File: src/design/ftgc_pkg.sv
`timescale 1ns / 1ps
// ---------------------------------------------------------------------------
// ftgc_pkg
// Types, constants and fixed-point helpers for the gravity compensation block.
// ---------------------------------------------------------------------------
package ftgc_pkg;

  localparam int FORCE_BITS    = 24;
  localparam int ROT_FRAC_BITS = 14;
  localparam int ELEM_BITS     = 16;
  localparam int WORD_BITS     = 3 * ELEM_BITS;
  localparam int ACC_BITS      = 48;
  localparam int VAL_BITS      = 32;
  localparam int CFG_IDX_BITS  = 3;

  localparam logic OP_MEASURE   = 1'b0;
  localparam logic OP_CALIBRATE = 1'b1;

  localparam logic [CFG_IDX_BITS-1:0] REG_SENSOR_ROT_ROW0 = 3'd0;
  localparam logic [CFG_IDX_BITS-1:0] REG_SENSOR_ROT_ROW1 = 3'd1;
  localparam logic [CFG_IDX_BITS-1:0] REG_SENSOR_ROT_ROW2 = 3'd2;
  localparam logic [CFG_IDX_BITS-1:0] REG_SENSOR_OFFSET   = 3'd3;
  localparam logic [CFG_IDX_BITS-1:0] REG_TOOL_WEIGHT     = 3'd4;
  localparam logic [CFG_IDX_BITS-1:0] REG_GRAVITY_POINT   = 3'd5;
  localparam logic [CFG_IDX_BITS-1:0] REG_RIGHT_HANDED    = 3'd6;

  localparam logic [WORD_BITS-1:0] ROT_ROW0_RESET = 48'h4000_0000_0000;
  localparam logic [WORD_BITS-1:0] ROT_ROW1_RESET = 48'h0000_4000_0000;
  localparam logic [WORD_BITS-1:0] ROT_ROW2_RESET = 48'h0000_0000_4000;

  typedef logic signed [FORCE_BITS-1:0] force_t;
  typedef logic signed [FORCE_BITS:0]   wide_t;
  typedef logic signed [VAL_BITS-1:0]   val_t;
  typedef logic signed [ACC_BITS-1:0]   acc_t;
  typedef logic [WORD_BITS-1:0]         word_t;

  typedef struct packed {
    logic   op;
    force_t force_x;
    force_t force_y;
    force_t force_z;
    force_t torque_x;
    force_t torque_y;
    force_t torque_z;
    word_t  wrist_rot_row0;
    word_t  wrist_rot_row1;
    word_t  wrist_rot_row2;
  } in_item_t;

  typedef struct packed {
    force_t out_force_x;
    force_t out_force_y;
    force_t out_force_z;
    force_t out_torque_x;
    force_t out_torque_y;
    force_t out_torque_z;
  } out_item_t;

  // item after handedness correction, as held in the queue
  typedef struct packed {
    logic  op;
    wide_t fx;
    wide_t fy;
    wide_t fz;
    wide_t tx;
    wide_t ty;
    wide_t tz;
    word_t r0;
    word_t r1;
    word_t r2;
  } queue_item_t;

  typedef struct packed {
    word_t                 rot_row0;
    word_t                 rot_row1;
    word_t                 rot_row2;
    word_t                 offset;
    logic [FORCE_BITS-2:0] weight;
    word_t                 grav_point;
  } back_cfg_t;

  function automatic logic signed [ELEM_BITS-1:0] elem(input word_t w, input int c);
    return w[WORD_BITS-1-ELEM_BITS*c -: ELEM_BITS];
  endfunction

  function automatic acc_t mul(input logic signed [ELEM_BITS-1:0] a, input val_t v);
    acc_t ax;
    acc_t vx;
    ax = ACC_BITS'(a);
    vx = ACC_BITS'(v);
    return ax * vx;
  endfunction

  // round half up after dropping the fraction bits
  function automatic val_t rnd(input acc_t x);
    acc_t y;
    y = x + (acc_t'(1) <<< (ROT_FRAC_BITS - 1));
    y = y >>> ROT_FRAC_BITS;
    return y[VAL_BITS-1:0];
  endfunction

  function automatic val_t dot3(input word_t row, input val_t a, input val_t b,
                                input val_t c);
    return rnd(mul(elem(row, 0), a) + mul(elem(row, 1), b) + mul(elem(row, 2), c));
  endfunction

  function automatic val_t cross_c(input logic signed [ELEM_BITS-1:0] pa,
                                   input val_t vb,
                                   input logic signed [ELEM_BITS-1:0] pb,
                                   input val_t va);
    return rnd(mul(pa, vb) - mul(pb, va));
  endfunction

  function automatic force_t sat(input val_t x);
    val_t hi;
    val_t lo;
    hi = val_t'((64'sd1 <<< (FORCE_BITS - 1)) - 64'sd1);
    lo = -hi - val_t'(1);
    if (x > hi) begin
      return hi[FORCE_BITS-1:0];
    end else if (x < lo) begin
      return lo[FORCE_BITS-1:0];
    end
    return x[FORCE_BITS-1:0];
  endfunction

endpackage

File: src/design/ftgc_front.sv
`timescale 1ns / 1ps
// ---------------------------------------------------------------------------
// ftgc_front
// Input handshake, handedness correction and the item queue to the back end.
// ---------------------------------------------------------------------------
module ftgc_front #(
  parameter int QUEUE_DEPTH = 4
) (
  input  logic                  clk,
  input  logic                  rst,
  input  logic                  in_valid,
  output logic                  in_ready,
  input  ftgc_pkg::in_item_t    in_item,
  input  logic                  right_handed,
  output logic                  head_valid,
  output ftgc_pkg::queue_item_t head,
  input  logic                  pop
);

  localparam int PTR_BITS = (QUEUE_DEPTH > 1) ? $clog2(QUEUE_DEPTH) : 1;
  localparam int CNT_BITS = $clog2(QUEUE_DEPTH + 1);

  ftgc_pkg::queue_item_t entries [QUEUE_DEPTH];
  logic [PTR_BITS-1:0]   wr_ptr;
  logic [PTR_BITS-1:0]   rd_ptr;
  logic [CNT_BITS-1:0]   count;
  ftgc_pkg::queue_item_t classified;
  logic                  push;
  logic                  do_pop;

  assign in_ready   = (count != CNT_BITS'(QUEUE_DEPTH));
  assign head_valid = (count != '0);
  assign head       = entries[rd_ptr];
  assign push       = in_valid && in_ready;
  assign do_pop     = pop && head_valid;

  always_comb begin
    classified.op = in_item.op;
    classified.fx = ftgc_pkg::wide_t'(in_item.force_x);
    classified.fy = ftgc_pkg::wide_t'(in_item.force_y);
    classified.tx = ftgc_pkg::wide_t'(in_item.torque_x);
    classified.ty = ftgc_pkg::wide_t'(in_item.torque_y);
    // left-handed sensor: flip z, one extra bit keeps the most negative value exact
    if (right_handed) begin
      classified.fz = ftgc_pkg::wide_t'(in_item.force_z);
      classified.tz = ftgc_pkg::wide_t'(in_item.torque_z);
    end else begin
      classified.fz = -ftgc_pkg::wide_t'(in_item.force_z);
      classified.tz = -ftgc_pkg::wide_t'(in_item.torque_z);
    end
    classified.r0 = in_item.wrist_rot_row0;
    classified.r1 = in_item.wrist_rot_row1;
    classified.r2 = in_item.wrist_rot_row2;
  end

  always_ff @(posedge clk) begin
    if (push) begin
      entries[wr_ptr] <= classified;
    end
  end

  always_ff @(posedge clk) begin
    if (rst) begin
      wr_ptr <= '0;
      rd_ptr <= '0;
      count  <= '0;
    end else begin
      if (push) begin
        wr_ptr <= (wr_ptr == PTR_BITS'(QUEUE_DEPTH - 1)) ? '0 : wr_ptr + 1'b1;
      end
      if (do_pop) begin
        rd_ptr <= (rd_ptr == PTR_BITS'(QUEUE_DEPTH - 1)) ? '0 : rd_ptr + 1'b1;
      end
      if (push && !do_pop) begin
        count <= count + 1'b1;
      end else if (!push && do_pop) begin
        count <= count - 1'b1;
      end
    end
  end

endmodule

File: config.mk
export PLATFORM = sky130hd
export DESIGN_NAME = ftgc_front
export DESIGN_NICKNAME = d
export VERILOG_FILES = /design/src/design/ftgc_pkg.sv /design/src/design/ftgc_front.sv
export SDC_FILE = /design/constraint.sdc
export NUM_CORES = 1
export LEC_CHECK = 0
export BUFFER_PORTS_ARGS = -buffer_cell sky130_fd_sc_hd__buf_4
export CORE_ASPECT_RATIO = 1.4
export CORE_MARGIN = 1
export CORE_UTILIZATION = 60
export CTS_CLUSTER_DIAMETER = 200
export DETAILED_ROUTE_END_ITERATION = 7
export GPL_TIMING_DRIVEN = 0
export PLACE_DENSITY = 0.87
export SKIP_CTS_REPAIR_TIMING = 1
export SYNTH_ARGS = -nofsm -noshare
export SYNTH_HDL_FRONTEND = slang
export SYNTH_SLANG_ARGS = --single-unit
File: constraint.sdc
create_clock -name clk -period 14.8 [get_ports clk]
set_input_delay 2.22 -clock clk [delete_from_list [all_inputs] [get_ports clk]]
set_output_delay 2.22 -clock clk [all_outputs]
set_load 0.02 [all_outputs]
## Yosys cells after proc, flatten, opt, wreduce, memory -nomap -nowiden

Memories as Yosys holds them, arrays and structs flattened. A register that Yosys moved wholly into a read port is not among the register bits.
Index checks and enable logic that the tools add are counted.

| storage, ports and cells | value |
|---|---|
| flip-flop bits (word level) | 7 |
| bits of input ports | 294 |
| bits in latches | 0 |
| memory bits (read-only) | 0 |
| memories | 1 |
| RAM bits | 1180 |
| word-level logic and storage cells | 31 |
| output and inout bits | 297 |

| operators by class | value |
|---|---|
| reductions and logical operators | 8 |
| shifts and indexed selects | 0 |
| eq/ne operators | 3 |
| div/mod/pow operators | 0 |
| bitwise logic cells | 0 |
| $mul | 0 |
| muxes and demuxes | 10 |
| add/sub/neg operators | 6 |
| magnitude comparators | 0 |

Memories:

| name | words | width | rd ports | clocked after memory_dff | write ports | RTL line | RTL |
|---|---|---|---|---|---|---|---|
| entries | 4 | 295 | 1 | 1 | 1 | ftgc_front.sv:23 | `ftgc_pkg::queue_item_t entries [QUEUE_DEPTH];` |

Operators by type and width:

| kind | count |
|---|---|
| $mux W25 | 2 |
| $neg A24 Y25 | 2 |
| $mux W2 | 4 |
| $mux W3 | 2 |
| $add A2 B1 Y2 const B | 2 |
| $eq A2 B2 Y1 const B | 2 |
| $logic_and A1 B1 Y1 | 4 |
| $add A3 B1 Y3 const B | 1 |
| $ne A3 B3 Y1 const B | 1 |
| $reduce_bool A3 Y1 | 1 |
| $sub A3 B1 Y3 const B | 1 |
| $logic_not A1 Y1 | 2 |
| $mux W1 | 2 |
| $reduce_bool A2 Y1 | 1 |

## Longest topological paths before layout

Gate-level depths: netlist of run 1.

| depth | value |
|---|---|
| depth after elaboration | 6 |
| depth in mapped cells | 10 |
| mapped depth without buffers | 9 |

## Least setup slack after synthesis of run 1

Ideal clock, no wire load.

| path | value |
|---|---|
| path type | input-to-reg |
| from | input port in_valid |
| to | memory entries[0][0] (netlist bit), enable pin |
| stages | 1 |
| data required time | 14.108 ns |
| buffers on the path | 0 |
| arrival | 8.890 ns |
| setup slack | 5.218 ns |
| library setup time | 0.692 ns |
| cell sequence | and3_1 |

| between the ends | value |
|---|---|
| word-level cells in the longest chain between the ends | 3 |

Ends and longest elaborated chain:

| item | RTL line | RTL |
|---|---|---|
| from (decl) | ftgc_front.sv:11 | `input logic in_valid,` |
| $logic_and A1 B1 Y1 | ftgc_front.sv:34 | `assign push = in_valid && in_ready;` |
| $mux W1 | ftgc_front.sv:57 | `if (push) begin` |
| $mux W1 (implied by the code) | ftgc_front.sv:58 | `entries[wr_ptr] <= classified;` |
| to (decl) | ftgc_front.sv:23 |  |

No other way between the ends.

==> results.py, run 1 <==
metrics = {
    "run_status": {
        "outcome": "complete, no violations",
    },
    "routing": {
        "wl_per_cell_um": 30.9,
        "ant_nets": 0,
        "drc_errors": 0,
        "vias": 22189,
        "via_per_inst": 6.37,
        "first_iter_violations": 2121,
        "finalWirelength_um": 108000,
        "first_pass_iters": 7,
    },
    "setup_path": {
        "r2r_end": "entries[3][269]$_DFFE_PP_",
        "criticalPathCategory": "flip-flop to output port",
        "critPathCaptureType": "output port",
        "r2r-start": "count[0]$_SDFFE_PP0P_",
        "ff2ff_path_depth": 6,
        "ff2ff_setup_slack_ps": 11630,
        "crit_end": "head[14]",
        "startpoint_type": "flip-flop",
        "worstPathRequired_ps": 12580,
        "worstPathArrival_ps": 3360,
        "worstPathMaxFanout": 10,
    },
    "worst_hold_path": {
        "worstHoldStart": "rd_ptr[1]$_SDFFE_PP0P_",
        "hold_path_class": "flip-flop to flip-flop",
        "hold_depth": 2,
    },
    "synth": {
        "netlist_top_cells_area": "edfxtp_1 (81%), mux4_2 (15%), xor2_1 (0.81%), dfxtp_1 (0.42%), buf_2 (0.33%)",
        "synth_top_area_share_pct": 80.6,
        "syn_avg_cell_area_um2": 25.0,
        "synth_top_area_cell": "edfxtp_1",
        "synth_edf_count": 1164,
        "netlist_instances": 1737,
        "yosysMostFrequentCell": "edfxtp_1",
        "syn-num-nets": 2040,
        "synth_cell_types": 37,
        "yosysWarnings": 0,
        "synthArstFlopShare_pct": 0,
        "synth_common_cells": "edfxtp_1 (1164), mux4_2 (291), xor2_1 (40), nor2_1 (34), clkbuf_1 (30)",
        "synth_area_mm2": 0.0434,
        "yosys_register_bits": 1173,
        "ys.flop_type": "edfxtp_1",
        "yosysSeqAreaShare_pct": 81.0,
    },
    "power": {
        "pwr-share-clk_pct": 29.4,
        "p_sw_share_pct": 28.4,
        "switchingPower_mw": 2.53,
        "peakVddDrop_v": 0.000168,
        "internal_power_mw": 6.38,
        "pwr-share-comb_pct": 24.9,
        "p_per_area_mw_per_mm2": 169,
        "p_leak_nw": 17.7,
        "pwr-share-seq_pct": 45.7,
    },
    "timing": {
        "finalSetupTns_ps": 0,
        "finalMaxSlewViolations": 0,
        "fin_crit_sh_pct": 37.7,
        "hold_viol_final": 0,
        "setup_viol": 0,
        "slew_headroom_pct": 13.4,
        "fin_crit_ps": 5580,
        "rsz0062_at_grt": "false",
        "finClkSkew_ps": 23.1,
        "worst_pin_slew_ps": 1300,
        "fmax_ghz": 0.179,
    },
    "grt": {
        "first_global_vias": 23626,
        "grt_start_max_net_pins": 60,
        "antenna_found_initial": 13,
        "gr-total-overflow": 0,
        "grt_usage_pct": 29.4,
        "grt_pass1_wl_um": 155000,
    },
    "floorplan": {
        "fp.dieH_um": 320,
        "dieArea_mm2": 0.0733,
        "core_area_mm2": 0.0716,
        "pin_count": 591,
        "start_util_pct": 60.6,
        "row_count": 116,
        "die_x_um": 229,
    },
    "placement": {
        "place.detailed.hpwl_um": 67200,
        "place_area_mm2": 0.0496,
        "portBuffers": 589,
        "routabilityCongestion": 0.841,
    },
    "clocking": {
        "cts_root_buffer": "clkbuf_16",
        "cts.sinks": 1173,
        "clock_latency_ps": 670,
        "cts_tree": "yes",
        "cts_max_path_buffers": 3,
        "clkTransAtPathRegs_ps": 70,
        "cts_made_buffers": 99,
        "htreeDepth": 3,
    },
    "finish": {
        "drive_gt1_share_pct": 43.2,
        "post-route-cell-area_mm2": 0.0528,
        "fin_nets": 2752,
        "synthToLayoutAreaGrowth_pct": 21.9,
    },
    "run": {
        "drv_cap": 0,
    },
}
[sequential cells by signal, summed over array words and instances (netlist names), named ones only]
signal,cells
entries,1164
wr_ptr,2
count,3
rd_ptr,2
[cell type report]
type / instances / area, um^2
repair buffers: 611 / 5000
clock buffers: 117 / 2570
flip-flops and latches: 1173 / 35100
fillers: 3517 / 18700
well taps: 944 / 1180
inverters: 12 / 45.0
multi-input cells: 477 / 7860
plain buffers: 75 / 333
clock inverters: 64 / 678
diodes: 10 / 25.0
[power groups by stage]
stage / clock network [mW] / logic (mW) / registers [mW]
2_1_floorplan: 0 / 1.25 / 4.20
3_3_place_gp: 0 / 2.09 / 4.28
3_5_place_dp: 0 / 2.19 / 4.13
4_1_cts: 2.65 / 2.23 / 4.08
5_1_grt: 2.75 / 2.30 / 4.09
6_report: 2.62 / 2.22 / 4.08
[cell families (layout without fill, tap and decap cells)]
family | count (synthesis) | after routing | share of synthesized area, %
adders and majority gates | 9 | 9 | 0.277
buffers and inverters | 87 | 879 | 0.872
and+or+nand+nor | 86 | 86 | 1.12
other | 0 | 10 | 0
muxes | 294 | 294 | 15.2
AOI/OAI and AO/OA | 42 | 42 | 0.563
xor gates and xnor gates | 46 | 46 | 0.929
DFF | 1173 | 1173 | 81.0
[metal layers]
layer  track usage, %  part of all wire, %
met5                0                0.033
met1             32.9                   31
met3             7.36                  9.8
met4             14.7                  5.3
met2             52.2                   54
[worst min path at each step]
stage / end
floorplan: flip-flop
global placement: rd_ptr[1]$_SDFFE_PP0P_
detailed placement: rd_ptr[0]$_SDFFE_PP0P_
CTS: flip-flop
global route: flip-flop
finish: flip-flop
[worst max-delay path, cell delays in order, from the launching register on]
cell	delay, ps
dfxtp_1	310
clkbuf_1	120
clkbuf_1	930
buf_2	550
mux4_2	580
buf_4	190
[placed cells by master (no fill, tap or decap), drive strengths merged, types with 7 or more instances in the layout]
cell	netlist	routed
diode	0	10
dfxtp	9	9
mux4	291	291
nor2	35	35
or4	8	8
or3	7	7
inv	12	17
xor2	40	40
nor3	12	12
edfxtp	1164	1164
ha	8	8
nor4	7	7
buf	45	656
clkbuf	30	147
nand2	7	7
a21oi	20	20
bufinv	0	11
clkinv	0	42
a31oi	14	14
[through the flow]
step                      setup WS (ps)  util, %  total power, mW  hold slack [ps]  std cells
after floorplan                    5220        -             5.45              447       1737
after global placement              575     68.4             6.37              474       3270
after detailed placement           9870     69.3             6.32              492       3292
after CTS                          9090     73.8             8.96              501       3473
after global routing               9090     73.8             9.14              510       3483
final                              9220     73.8             8.92              493       3483
Note: power is estimated with default switching activity, not from simulation.
==> run 2: changes to the inputs <==
CORE_UTILIZATION = 57   (was 60)
PLACE_DENSITY = 0.83   (was 0.87)
clock period = 5.6 ns   (was 14.8 ns; I/O delays follow)
==> results.py, run 2 (synthesis results as in run 1) <==
metrics = {
    "run_status": {
        "outcome": "complete, no violations",
    },
    "setup_path": {
        "criticalPathCategory": "flip-flop to output port",
        "r2r_end": "entries[0][263]$_DFFE_PP_",
        "critPathCaptureType": "output port",
        "worstPathMaxFanout": 10,
        "worstPathRequired_ps": 4760,
        "r2r-start": "count[0]$_SDFFE_PP0P_",
        "startpoint_type": "flip-flop",
        "ff2ff_path_depth": 6,
        "ff2ff_setup_slack_ps": 2600,
        "worstPathArrival_ps": 3320,
    },
    "clocking": {
        "clkTransAtPathRegs_ps": 70,
        "htreeDepth": 3,
        "cts_max_path_buffers": 3,
        "cts_made_buffers": 102,
        "cts.sinks": 1173,
        "clock_latency_ps": 660,
        "cts_root_buffer": "clkbuf_16",
        "cts_tree": "yes",
    },
    "power": {
        "pwr-share-seq_pct": 45.6,
        "switchingPower_mw": 6.57,
        "pwr-share-clk_pct": 29.8,
        "peakVddDrop_v": 0.000366,
        "p_total_mw": 23.5,
        "p_leak_nw": 17.7,
        "internal_power_mw": 17.0,
        "pwr-share-comb_pct": 24.6,
        "p_sw_share_pct": 27.9,
        "p_per_area_mw_per_mm2": 444,
    },
    "finish": {
        "top_register": "entries",
        "largest_reg_flops": 1164,
        "post-route-cell-area_mm2": 0.0530,
        "drive_gt1_share_pct": 43.3,
        "final_common_cell": "edfxtp_1",
        "reg.largest.list": "entries x1164, count x3",
        "final_core_util_pct": 70.4,
        "seqCellArea_mm2": 0.0351,
        "multi_input_area_mm2": 0.00786,
        "synthToLayoutAreaGrowth_pct": 22.2,
        "nFillCells": 4167,
        "layout_common_cells": "edfxtp_1 (1164), buf_4 (593), mux4_2 (291)",
        "fin_nets": 2755,
    },
    "routing": {
        "drc_errors": 0,
        "finalWirelength_um": 102000,
        "ant_nets": 0,
        "first_pass_iters": 7,
        "vias": 21338,
        "wl_per_cell_um": 28.9,
        "first_iter_violations": 1782,
        "via_per_inst": 6.06,
    },
    "worst_hold_path": {
        "hold_path_class": "input port to flip-flop",
        "hold_end": "entries[3][257]$_DFFE_PP_",
        "hold_depth": 1,
        "worstHoldStart": "in_item[253]",
    },
    "floorplan": {
        "dieArea_mm2": 0.0772,
        "core_area_mm2": 0.0752,
        "row_count": 119,
        "fp.dieH_um": 328,
        "die_x_um": 235,
        "pin_count": 591,
        "start_util_pct": 57.7,
    },
    "placement": {
        "place_area_mm2": 0.0496,
        "place.detailed.hpwl_um": 65400,
        "routabilityCongestion": 0.826,
        "portBuffers": 589,
    },
    "grt": {
        "antenna_found_initial": 16,
        "first_global_vias": 22647,
        "gr-total-overflow": 0,
        "grt_start_max_net_pins": 61,
        "grt_pass1_wl_um": 148000,
        "grt_usage_pct": 26.3,
    },
    "timing": {
        "finalMaxSlewViolations": 0,
        "fmax_ghz": 0.240,
        "setup_viol": 0,
        "fin_crit_sh_pct": 74.3,
        "finalSetupTns_ps": 0,
        "rsz0062_at_grt": "false",
        "slew_headroom_pct": 19.7,
        "finClkSkew_ps": 27.9,
        "hold_viol_final": 0,
        "fin_crit_ps": 4160,
        "worst_pin_slew_ps": 1200,
    },
    "run": {
        "drv_cap": 0,
    },
}
## run 2: final cells by class
class                      count  area share (%)
multi-input combinational    477            14.8
sequential                  1173            66.3
clock inverter                67            1.24
clock buffer                 125            5.06
timing repair buffer         611            9.48
buffer                        75           0.628
antenna                       11          0.0520
inverter                      12          0.0850
tap                          968            2.29
## run 2: power groups by stage
stage / registers [mW] / logic [mW] / clock network (mW)
global placement: 11.1 / 5.54 / 0
CTS: 10.7 / 5.86 / 7.10
global route: 10.8 / 6.06 / 7.40
detailed placement: 10.9 / 5.77 / 0
floorplan: 11.0 / 3.30 / 0
finish: 10.7 / 5.79 / 7.01
## run 2: layer usage
| metal | track usage, % | wire (um) | vias up |
|---|---|---|---|
| met3 | 8.09 | 9570 | 249 |
| met1 | 30.0 | 34000 | 11053 |
| li1 | - | - | 8894 |
| met4 | 11.5 | 4500 | 8 |
| met5 | 0 | 49 | - |
| met2 | 46.0 | 53400 | 1134 |
## run 2: critical path, cell delays in order (launching register included)
cell and delay, ps:
dfxtp_1 310, clkbuf_1 120, clkbuf_1 790, buf_2 510
mux4_2 610, buf_4 160, buf_4 150
## run 2: per-stage QoR
stage,worst slack [ps],hold WS [ps],std cells
3_5_place_dp,2070,481,3316
2_1_floorplan,747,447,1737
6_report,1440,371,3519
4_1_cts,1300,324,3508
5_1_grt,1260,331,3519
3_3_place_gp,-1810,470,3294
## run 2: how the worst max path moves through the flow
stage               slack [ps]                   endpoint  cells after the start
floorplan                  750    entries[0][0]$_DFFE_PP_                      3
global placement         -1810  entries[0][256]$_DFFE_PP_                      2
detailed placement        2070                  head[293]                      6
CTS                       1300                    head[5]                      5
global route              1260                  head[268]                      6
finish                    1440                  head[268]                      6
